==> config.mk <==
export PLATFORM = sky130hd
export DESIGN_NAME = fan_tachometer_monitor
export DESIGN_NICKNAME = d
export VERILOG_FILES = /design/src/rtl/ftm_pkg.sv /design/src/rtl/ftm_div.sv /design/src/rtl/ftm_datapath.sv /design/src/rtl/ftm_ctrl.sv /design/src/rtl/fan_tachometer_monitor.sv
export SDC_FILE = /design/constraint.sdc
export NUM_CORES = 1
export LEC_CHECK = 0
export ABC_AREA = 1
export BUFFER_PORTS_ARGS = -buffer_cell sky130_fd_sc_hd__buf_4
export CAP_MARGIN = 20
export CORE_UTILIZATION = 25
export DETAILED_ROUTE_END_ITERATION = 7
export PLACE_DENSITY_LB_ADDON = 0.15
export SKIP_LAST_GASP = 1
export SLEW_MARGIN = 10
export SYNTH_ARGS = -nofsm -noshare
export SYNTH_HDL_FRONTEND = slang
export SYNTH_SLANG_ARGS = --single-unit
export TNS_END_PERCENT = 10
==> constraint.sdc <==
create_clock -name clk -period 11.32 [get_ports clk]
set_input_delay 2.83 -clock clk [delete_from_list [all_inputs] [get_ports clk]]
set_output_delay 2.83 -clock clk [all_outputs]
set_load 0.02 [all_outputs]
==> src/rtl/ftm_pkg.sv <==
`timescale 1ns / 1ps
// ----------------------------------------------------------------------------
// ftm_pkg
// Types, widths and reset constants shared by the fan tachometer monitor.
// ----------------------------------------------------------------------------
package ftm_pkg;

  localparam int DIV_W       = 24;
  localparam int SPD_W       = 16;
  localparam int ERR_W       = 17;
  localparam int CNT_W       = 4;
  localparam int BLK_W       = 8;
  localparam int IN_TDATA_W  = 32;
  localparam int IN_TUSER_W  = 2;
  localparam int OUT_TDATA_W = 40;
  localparam int CFG_ADDR_W  = 2;
  localparam int CFG_DATA_W  = 24;

  localparam int READINGS_DEF = 12;

  localparam logic [DIV_W-1:0] SCALE_RST  = 24'd1875000;
  localparam logic [SPD_W-1:0] MARGIN_RST = 16'd270;
  localparam logic [BLK_W-1:0] LIMIT_RST  = 8'd10;
  localparam logic [SPD_W-1:0] TARGET_RST = 16'd2700;

  typedef enum logic [1:0] {
    ACT_RISE = 2'd0,
    ACT_FALL = 2'd1,
    ACT_OVF  = 2'd2,
    ACT_REQ  = 2'd3
  } action_t;

  typedef enum logic [CFG_ADDR_W-1:0] {
    REG_SCALE  = 2'd0,
    REG_MARGIN = 2'd1,
    REG_LIMIT  = 2'd2
  } reg_idx_t;

  typedef enum logic [1:0] {
    ST_IDLE,
    ST_START,
    ST_DIV,
    ST_APPLY
  } state_t;

  typedef struct packed {
    logic load;
    logic div_start;
    logic apply;
  } cmd_t;

  typedef struct packed {
    logic is_fall;
    logic div_done;
    logic out_free;
  } stat_t;

endpackage

==> src/rtl/ftm_div.sv <==
`timescale 1ns / 1ps
// ----------------------------------------------------------------------------
// ftm_div
// Restoring divider, one quotient bit per cycle, done pulse after the last.
// ----------------------------------------------------------------------------
module ftm_div (
  input  logic                      clk,
  input  logic                      rst_n,
  input  logic                      start,
  input  logic [ftm_pkg::DIV_W-1:0] dividend,
  input  logic [ftm_pkg::DIV_W-1:0] divisor,
  output logic                      done,
  output logic [ftm_pkg::DIV_W-1:0] quotient
);
  import ftm_pkg::*;

  localparam int STEP_W = $clog2(DIV_W + 1);

  logic [DIV_W-1:0]  rem_r;
  logic [DIV_W-1:0]  quot_r;
  logic [DIV_W-1:0]  dvsr_r;
  logic [STEP_W-1:0] cnt_r;
  logic              done_r;
  logic [DIV_W:0]    trial;
  logic [DIV_W-1:0]  rem_nxt;
  logic [DIV_W-1:0]  quot_nxt;

  always_comb begin
    trial = {rem_r, quot_r[DIV_W-1]} - {1'b0, dvsr_r};
    if (trial[DIV_W]) begin
      rem_nxt = {rem_r[DIV_W-2:0], quot_r[DIV_W-1]};
    end else begin
      rem_nxt = trial[DIV_W-1:0];
    end
    quot_nxt = {quot_r[DIV_W-2:0], ~trial[DIV_W]};
  end

  always_ff @(posedge clk) begin
    if (start) begin
      rem_r  <= '0;
      quot_r <= dividend;
      dvsr_r <= divisor;
    end else if (cnt_r != '0) begin
      rem_r  <= rem_nxt;
      quot_r <= quot_nxt;
    end
  end

  always_ff @(posedge clk) begin
    if (!rst_n) begin
      cnt_r  <= '0;
      done_r <= 1'b0;
    end else if (start) begin
      cnt_r  <= STEP_W'(DIV_W);
      done_r <= 1'b0;
    end else begin
      done_r <= (cnt_r == STEP_W'(1));
      if (cnt_r != '0) begin
        cnt_r <= cnt_r - STEP_W'(1);
      end
    end
  end

  assign done     = done_r;
  assign quotient = quot_r;

endmodule

==> src/rtl/ftm_datapath.sv <==
`timescale 1ns / 1ps
// ----------------------------------------------------------------------------
// ftm_datapath
// Config registers, tachometer state, period and averaging math, result register.
// ----------------------------------------------------------------------------
module ftm_datapath #(
  parameter int READINGS_PER_AVERAGE = ftm_pkg::READINGS_DEF
) (
  input  logic                            clk,
  input  logic                            rst_n,
  input  ftm_pkg::cmd_t                   cmd,
  output ftm_pkg::stat_t                  stat,
  input  logic [ftm_pkg::IN_TDATA_W-1:0]  in_tdata,
  input  logic [ftm_pkg::IN_TUSER_W-1:0]  in_tuser,
  input  logic                            cfg_valid,
  input  logic [ftm_pkg::CFG_ADDR_W-1:0]  cfg_addr,
  input  logic [ftm_pkg::CFG_DATA_W-1:0]  cfg_data,
  input  logic                            out_tready,
  output logic                            out_tvalid,
  output logic [ftm_pkg::OUT_TDATA_W-1:0] out_tdata
);
  import ftm_pkg::*;

  localparam logic [CNT_W-1:0] RPA     = CNT_W'(READINGS_PER_AVERAGE);
  localparam logic [SPD_W-1:0] SPD_MAX = '1;
  localparam logic [BLK_W-1:0] BLK_MAX = '1;

  // average by reciprocal multiply, exact for every 16-bit sum
  localparam int AVG_D   = READINGS_PER_AVERAGE - 1;
  localparam int AVG_SH  = SPD_W + $clog2(AVG_D);
  localparam int AVG_M_W = SPD_W + 2;
  localparam int PROD_W  = SPD_W + AVG_SH;
  localparam logic [AVG_M_W-1:0] AVG_M = AVG_M_W'(((1 << AVG_SH) + AVG_D - 1) / AVG_D);

  // configuration
  logic [DIV_W-1:0] scale_r;
  logic [SPD_W-1:0] margin_r;
  logic [BLK_W-1:0] limit_r;

  // held item
  action_t          act_r;
  logic [SPD_W-1:0] cap_r;
  logic [SPD_W-1:0] req_r;

  // tachometer state
  logic [SPD_W-1:0] ovf_r,    ovf_nxt;
  logic [SPD_W-1:0] rise_r,   rise_nxt;
  logic [CNT_W-1:0] rc_r,     rc_nxt;
  logic [SPD_W-1:0] sum_r,    sum_nxt;
  logic [SPD_W-1:0] speed_r,  speed_nxt;
  logic [ERR_W-1:0] err_r,    err_nxt;
  logic             steady_r, steady_nxt;
  logic             pend_r,   pend_nxt;
  logic [BLK_W-1:0] blk_r,    blk_nxt;
  logic [SPD_W-1:0] target_r, target_nxt;
  logic             blocked_nxt;
  logic             ready_nxt;

  // result register
  logic             out_valid_r;
  logic             o_blocked_r;
  logic             o_ready_r;

  logic [2*SPD_W:0]  period;
  logic              per_bad;
  logic              per_big;
  logic [CNT_W-1:0]  rc_inc;
  logic              avg_due;
  logic [DIV_W-1:0]  quot;
  logic              div_done;
  logic [SPD_W-1:0]  rpm;
  logic [PROD_W-1:0] avg_prod;
  logic [SPD_W-1:0]  avg;
  logic [BLK_W-1:0]  blk_inc;

  always_ff @(posedge clk) begin
    if (!rst_n) begin
      scale_r  <= SCALE_RST;
      margin_r <= MARGIN_RST;
      limit_r  <= LIMIT_RST;
    end else if (cfg_valid) begin
      case (cfg_addr)
        REG_SCALE:  scale_r  <= cfg_data;
        REG_MARGIN: margin_r <= cfg_data[SPD_W-1:0];
        REG_LIMIT:  limit_r  <= cfg_data[BLK_W-1:0];
        default:    ;
      endcase
    end
  end

  always_ff @(posedge clk) begin
    if (cmd.load) begin
      act_r <= action_t'(in_tuser);
      cap_r <= in_tdata[SPD_W-1:0];
      req_r <= in_tdata[2*SPD_W-1:SPD_W];
    end
  end

  // high time in ticks; negative or zero means no valid period
  always_comb begin
    period  = {1'b0, ovf_r, cap_r} - {{(SPD_W+1){1'b0}}, rise_r};
    per_bad = period[2*SPD_W] || (period == '0);
    per_big = |period[2*SPD_W-1:DIV_W];
    rc_inc  = rc_r + CNT_W'(1);
    avg_due = !(rc_inc < RPA);
  end

  ftm_div u_div (
    .clk      (clk),
    .rst_n    (rst_n),
    .start    (cmd.div_start),
    .dividend (scale_r),
    .divisor  (period[DIV_W-1:0]),
    .done     (div_done),
    .quotient (quot)
  );

  always_comb begin
    if (per_bad) begin
      rpm = SPD_MAX;
    end else if (per_big) begin
      rpm = '0;
    end else if (|quot[DIV_W-1:SPD_W]) begin
      rpm = SPD_MAX;
    end else begin
      rpm = quot[SPD_W-1:0];
    end
    avg_prod = PROD_W'(sum_r) * PROD_W'(AVG_M);
    avg      = avg_prod[PROD_W-1:AVG_SH];
    blk_inc  = ((pend_r || steady_r) && (blk_r != BLK_MAX)) ? blk_r + BLK_W'(1) : blk_r;
  end

  always_comb begin
    ovf_nxt     = ovf_r;
    rise_nxt    = rise_r;
    rc_nxt      = rc_r;
    sum_nxt     = sum_r;
    speed_nxt   = speed_r;
    err_nxt     = err_r;
    steady_nxt  = steady_r;
    pend_nxt    = pend_r;
    blk_nxt     = blk_r;
    target_nxt  = target_r;
    blocked_nxt = 1'b0;
    ready_nxt   = 1'b0;
    case (act_r)
      ACT_RISE: begin
        ovf_nxt  = '0;
        rise_nxt = cap_r;
      end
      ACT_FALL: begin
        if (!avg_due) begin
          rc_nxt  = rc_inc;
          sum_nxt = sum_r + rpm;
        end else begin
          speed_nxt  = avg;
          err_nxt    = {1'b0, target_r} - {1'b0, avg};
          steady_nxt = ($signed(err_nxt) <= $signed({1'b0, margin_r}));
          rc_nxt     = '0;
          sum_nxt    = '0;
          ready_nxt  = 1'b1;
        end
        rise_nxt = '0;
      end
      ACT_OVF: begin
        if (ovf_r != SPD_MAX) begin
          ovf_nxt = ovf_r + SPD_W'(1);
        end
        blk_nxt = blk_inc;
        if (blk_inc > limit_r) begin
          blocked_nxt = 1'b1;
          blk_nxt     = '0;
          pend_nxt    = 1'b0;
        end
        if (ovf_nxt > SPD_W'(1)) begin
          speed_nxt = '0;
        end
      end
      ACT_REQ: begin
        target_nxt = req_r;
        pend_nxt   = 1'b1;
        steady_nxt = 1'b0;
      end
      default: ;
    endcase
  end

  always_ff @(posedge clk) begin
    if (!rst_n) begin
      ovf_r    <= '0;
      rise_r   <= '0;
      rc_r     <= '0;
      sum_r    <= '0;
      speed_r  <= '0;
      err_r    <= '0;
      steady_r <= 1'b0;
      pend_r   <= 1'b0;
      blk_r    <= '0;
      target_r <= TARGET_RST;
    end else if (cmd.apply) begin
      ovf_r    <= ovf_nxt;
      rise_r   <= rise_nxt;
      rc_r     <= rc_nxt;
      sum_r    <= sum_nxt;
      speed_r  <= speed_nxt;
      err_r    <= err_nxt;
      steady_r <= steady_nxt;
      pend_r   <= pend_nxt;
      blk_r    <= blk_nxt;
      target_r <= target_nxt;
    end
  end

  // flags of the result; the other fields read straight from the state
  always_ff @(posedge clk) begin
    if (cmd.apply) begin
      o_blocked_r <= blocked_nxt;
      o_ready_r   <= ready_nxt;
    end
  end

  always_ff @(posedge clk) begin
    if (!rst_n) begin
      out_valid_r <= 1'b0;
    end else if (cmd.apply) begin
      out_valid_r <= 1'b1;
    end else if (out_tready) begin
      out_valid_r <= 1'b0;
    end
  end

  assign stat.is_fall  = (act_r == ACT_FALL);
  assign stat.div_done = div_done;
  assign stat.out_free = !out_valid_r || out_tready;

  assign out_tvalid = out_valid_r;
  assign out_tdata  = {3'b000, o_ready_r, o_blocked_r, pend_r, steady_r, err_r, speed_r};

endmodule

==> src/rtl/ftm_ctrl.sv <==
`timescale 1ns / 1ps
// ----------------------------------------------------------------------------
// ftm_ctrl
// Sequencer: take an item, run the divider for falling captures, post the result.
// ----------------------------------------------------------------------------
module ftm_ctrl (
  input  logic           clk,
  input  logic           rst_n,
  input  logic           in_tvalid,
  output logic           in_tready,
  input  ftm_pkg::stat_t stat,
  output ftm_pkg::cmd_t  cmd
);
  import ftm_pkg::*;

  state_t state_r, state_nxt;

  always_comb begin
    state_nxt = state_r;
    case (state_r)
      ST_IDLE:  if (in_tvalid) state_nxt = ST_START;
      ST_START: state_nxt = stat.is_fall ? ST_DIV : ST_APPLY;
      ST_DIV:   if (stat.div_done) state_nxt = ST_APPLY;
      ST_APPLY: if (stat.out_free) state_nxt = ST_IDLE;
      default:  state_nxt = ST_IDLE;
    endcase
  end

  always_comb begin
    in_tready     = 1'b0;
    cmd.load      = 1'b0;
    cmd.div_start = 1'b0;
    cmd.apply     = 1'b0;
    case (state_r)
      ST_IDLE: begin
        in_tready = 1'b1;
        cmd.load  = in_tvalid;
      end
      ST_START: cmd.div_start = stat.is_fall;
      ST_DIV:   ;
      ST_APPLY: cmd.apply = stat.out_free;
      default:  ;
    endcase
  end

  always_ff @(posedge clk) begin
    if (!rst_n) begin
      state_r <= ST_IDLE;
    end else begin
      state_r <= state_nxt;
    end
  end

endmodule

==> src/rtl/fan_tachometer_monitor.sv <==
`timescale 1ns / 1ps
// ----------------------------------------------------------------------------
// fan_tachometer_monitor
// Fan speed from capture events: rpm readings, averaging, stall and blocked timeout.
// ----------------------------------------------------------------------------
//  channel  direction  handshake           payload
//  in_      slave      tvalid / tready     tdata: capture, request; tuser: action
//  out_     master     tvalid / tready     tdata: speed, error, flags
//  cfg_     slave      valid / ready       addr: register index, data: value
//
//  A rising capture, overflow tick or speed request runs idle, start, apply.
//  A falling capture also waits in the divide state on the 24-step divider
//  that forms the rpm reading; the average comes from a reciprocal multiply.
//  Reset (rst_n low, synchronous) restores config, tachometer and control state.
//  A result waiting on out_tready holds the item in its last step.
// ----------------------------------------------------------------------------
module fan_tachometer_monitor #(
  parameter int READINGS_PER_AVERAGE = ftm_pkg::READINGS_DEF
) (
  input  logic                            clk,
  input  logic                            rst_n,
  input  logic                            in_tvalid,
  output logic                            in_tready,
  // [15:0] capture_value, [31:16] requested_speed
  input  logic [ftm_pkg::IN_TDATA_W-1:0]  in_tdata,
  // [1:0] action
  input  logic [ftm_pkg::IN_TUSER_W-1:0]  in_tuser,
  output logic                            out_tvalid,
  input  logic                            out_tready,
  // [15:0] current_speed, [32:16] speed_error, [33] steady, [34] request_pending,
  // [35] blocked_check, [36] average_ready, [39:37] zero
  output logic [ftm_pkg::OUT_TDATA_W-1:0] out_tdata,
  input  logic                            cfg_valid,
  output logic                            cfg_ready,
  input  logic [ftm_pkg::CFG_ADDR_W-1:0]  cfg_addr,
  input  logic [ftm_pkg::CFG_DATA_W-1:0]  cfg_data
);
  import ftm_pkg::*;

  cmd_t  cmd;
  stat_t stat;

  assign cfg_ready = 1'b1;

  ftm_ctrl u_ctrl (
    .clk       (clk),
    .rst_n     (rst_n),
    .in_tvalid (in_tvalid),
    .in_tready (in_tready),
    .stat      (stat),
    .cmd       (cmd)
  );

  ftm_datapath #(
    .READINGS_PER_AVERAGE (READINGS_PER_AVERAGE)
  ) u_dp (
    .clk        (clk),
    .rst_n      (rst_n),
    .cmd        (cmd),
    .stat       (stat),
    .in_tdata   (in_tdata),
    .in_tuser   (in_tuser),
    .cfg_valid  (cfg_valid && cfg_ready),
    .cfg_addr   (cfg_addr),
    .cfg_data   (cfg_data),
    .out_tready (out_tready),
    .out_tvalid (out_tvalid),
    .out_tdata  (out_tdata)
  );

endmodule

==> results.cfg <==
[clocking]
cts_tree = built
clock-sinks = 273
cts_made_buffers = 35
clock_latency_ns = 0.59
postCtsHoldBufs = 0
clk_pin_slew_ns = 0.06
h-tree-depth = 2
cts_buffer_depth = 3
cts_repair_resize_count = 0
post_cts_buffers = 0
cts_root_buffer = clkbuf_16

[worst_setup_path]
end_kind = flop
r2r-end = u_dp.steady_r
critPathKind = reg2reg
r2r_start = u_dp.sum_r[14]
startpoint_type = flop
rrSetupSlack_ns = 3.25
crit_top_cell = nand2_1
cp.arrival_ns = 8.57
max_stage_delay_ns = 0.82
critPathMaxFanout = 12
required_ns = 11.82
cp_slowest_cell = dfxtp_1
reg2reg_depth = 39

[worst_hold_path]
hold_path_end = u_dp.scale_r[19]
min_path_type = reg2reg
hp-start = u_dp.scale_r[19]
min_path_cells = 2

[status]
failed_checks = design-rule violations
status = finished, violations left

[detailed_routing]
vias_per_cell = 4.39
firstDrtPassIters = 8
via_count = 19000
drc = 6
wl_um = 68500
drtIter0Drc = 1061
drtAntennaViolNets = 0
wl_per_cell_um = 15.8

[synthesis]
synth_cell_types = 57
async_flop_share_pct = 0
synth-edff-count = 84
ys_ff_latch = 273
yosys-top-cells-area = dfxtp_1 (17%), ha_1 (13%), nand2_1 (13%)
ys_seq_area_share_pct = 28.1
yosysMostFrequentCell = nand2_1
syn_inst = 3066
yosys-top-cells-count = nand2_1 (757), inv_1 (535), ha_1 (241)
synth_warnings = 0
syn_area_per_cell_um2 = 7.32
yosysTopAreaCell = dfxtp_1
synthFlopType = dfxtp_1
netlist_area_um2 = 22400
netlist.area_leader.share_pct = 16.9

[final_layout]
drive_above_1_share_pct = 8.54
area_delta_synth_final_pct = 13.8
nets = 3553
num_antenna_cells = 0

[place]
dp_hpwl_um = 54400
io_buffer_count = 100
place_congestion = 0.885

[global_routing]
grt_pass1_wl_um = 110000
grt_pass1_vias = 19400
gr-usage-met2_pct = 26.1
globalRouteMet1Util_pct = 20.4
use_met3_pct = 1.70
top_usage_layer = met2
track_usage_pct = 15.3
grt_max_degree = 67
gr-total-overflow = 0
antenna_found_initial = 1

[floorplanning]
die_area_um2 = 91000
start_util_pct = 25.3
rows = 109
num_io_pins = 108
die_width_um = 302
core_area_um2 = 88600
fp.dieH_um = 302

[power_and_ir_drop]
p_per_area_nw_per_um2 = 164
ir_worst_vdd_uv = 108
p_leak_uw = 0.0128

[sta]
worst_pin_slew_ns = 1.01
whs_ns = 0.459
rsz0062_at_grt = no
setup_viol = 0
fmax_mhz = 124
skew_ns = 0.0417
setup_tns_ns = 0
fin_crit_sh_pct = 71.3
slew-limit-headroom_pct = 32.9
period_minus_slack_ns = 8.07
finalHoldViolations = 0
drv_slew = 0

[job]
cap_violations = 0
==> through the flow <==
step / power [uW] / setup slack (ns) / util (%) / cell area, um^2 / cells
floorplan: 2620 / 4.37 / - / 22500 / 3071
global placement: 3100 / 3.27 / 27.5 / 24400 / 4276
detailed placement: 3090 / 3.28 / 27.5 / 24400 / 4276
CTS: 4270 / 3.20 / 28.8 / 25500 / 4340
global route: 4560 / 2.57 / 28.8 / 25500 / 4340
finish: 4200 / 3.25 / 28.8 / 25500 / 4340
==> power breakdown <==
group,internal (uW),switching [uW]
Combinational,599,1130
Clock,668,477
Sequential,1220,105
Total,2490,1710
==> layer usage <==
metal,up-vias,share of wire [%]
li1,9939,-
met1,8781,48
met2,260,47
met3,68,2.8
met4,0,2.0
met5,-,0
==> kinds of logic after synthesis <==
family | count (synthesis) | share of synthesized area, %
simple gates | 1362 | 26.2
buf+inv | 625 | 10.9
compound gates | 392 | 9.70
fa+ha+maj | 340 | 22.3
flops | 273 | 28.1
xor+xnor | 72 | 2.84
other cells | 2 | 0.0335
==> sequential cells by signal (all words and copies together), names as in the netlist, 2 cells and up <==
signal,count
u_dp.sum_r,16
u_dp.err_r,17
u_dp.speed_r,13
u_dp.target_r,16
u_dp.u_div.dvsr_r,24
u_ctrl.state_r,2
u_dp.u_div.rem_r,24
u_dp.blk_r,8
u_dp.u_div.cnt_r,5
u_dp.act_r,2
u_dp.req_r,16
u_dp.margin_r,16
u_dp.cap_r,16
u_dp.u_div.quotient,24
u_dp.limit_r,8
u_dp.ovf_r,16
u_dp.rise_r,16
u_dp.rc_r,4
u_dp.scale_r,24
==> worst max-delay path: cells and delay by family (launching register included) <==
kind | cells | cell delay, ns
buffers and inverters | 6 | 0.32
AO/OA/AOI/OAI | 7 | 0.84
flip-flops | 1 | 0.82
adder cells (fa/ha/maj) | 9 | 3.92
XOR/XNOR | 2 | 0.67
AND/OR/NAND/NOR | 15 | 1.46
==> layout make-up <==
class / instances / area [um^2]
flip-flops and latches: 273 / 6310
clock buffers: 52 / 1010
well taps: 1165 / 1460
clock inverters: 12 / 129
repair buffers: 112 / 841
inverters: 553 / 2080
fillers: 9863 / 63100
multi-input cells: 2173 / 13700
==> worst max path at each step <==
stage                         from       endpoint  depth (start not counted)  slack (ns)
global placement    u_dp.sum_r[14]  u_dp.steady_r                         39        3.27
global route        u_dp.sum_r[14]  u_dp.steady_r                         38        2.57
CTS                 u_dp.sum_r[14]  u_dp.steady_r                         39        3.20
floorplan            u_dp.sum_r[2]  u_dp.steady_r                         38        4.37
finish              u_dp.sum_r[14]  u_dp.steady_r                         39        3.25
detailed placement  u_dp.sum_r[14]  u_dp.steady_r                         39        3.28
==> placed cells by master (no fill, tap or decap), types with 37 or more instances in the layout <==
master,n
inv_1,534
nor2_1,239
nand4_1,37
fa_1,99
o21ai_0,118
nand2_1,757
edfxtp_1,84
buf_4,112
nand3_1,198
ha_1,241
a21oi_1,189
dfxtp_1,189
xor2_1,49
nor3_1,37
No activity file was read; power rests on OpenSTA's default activity.
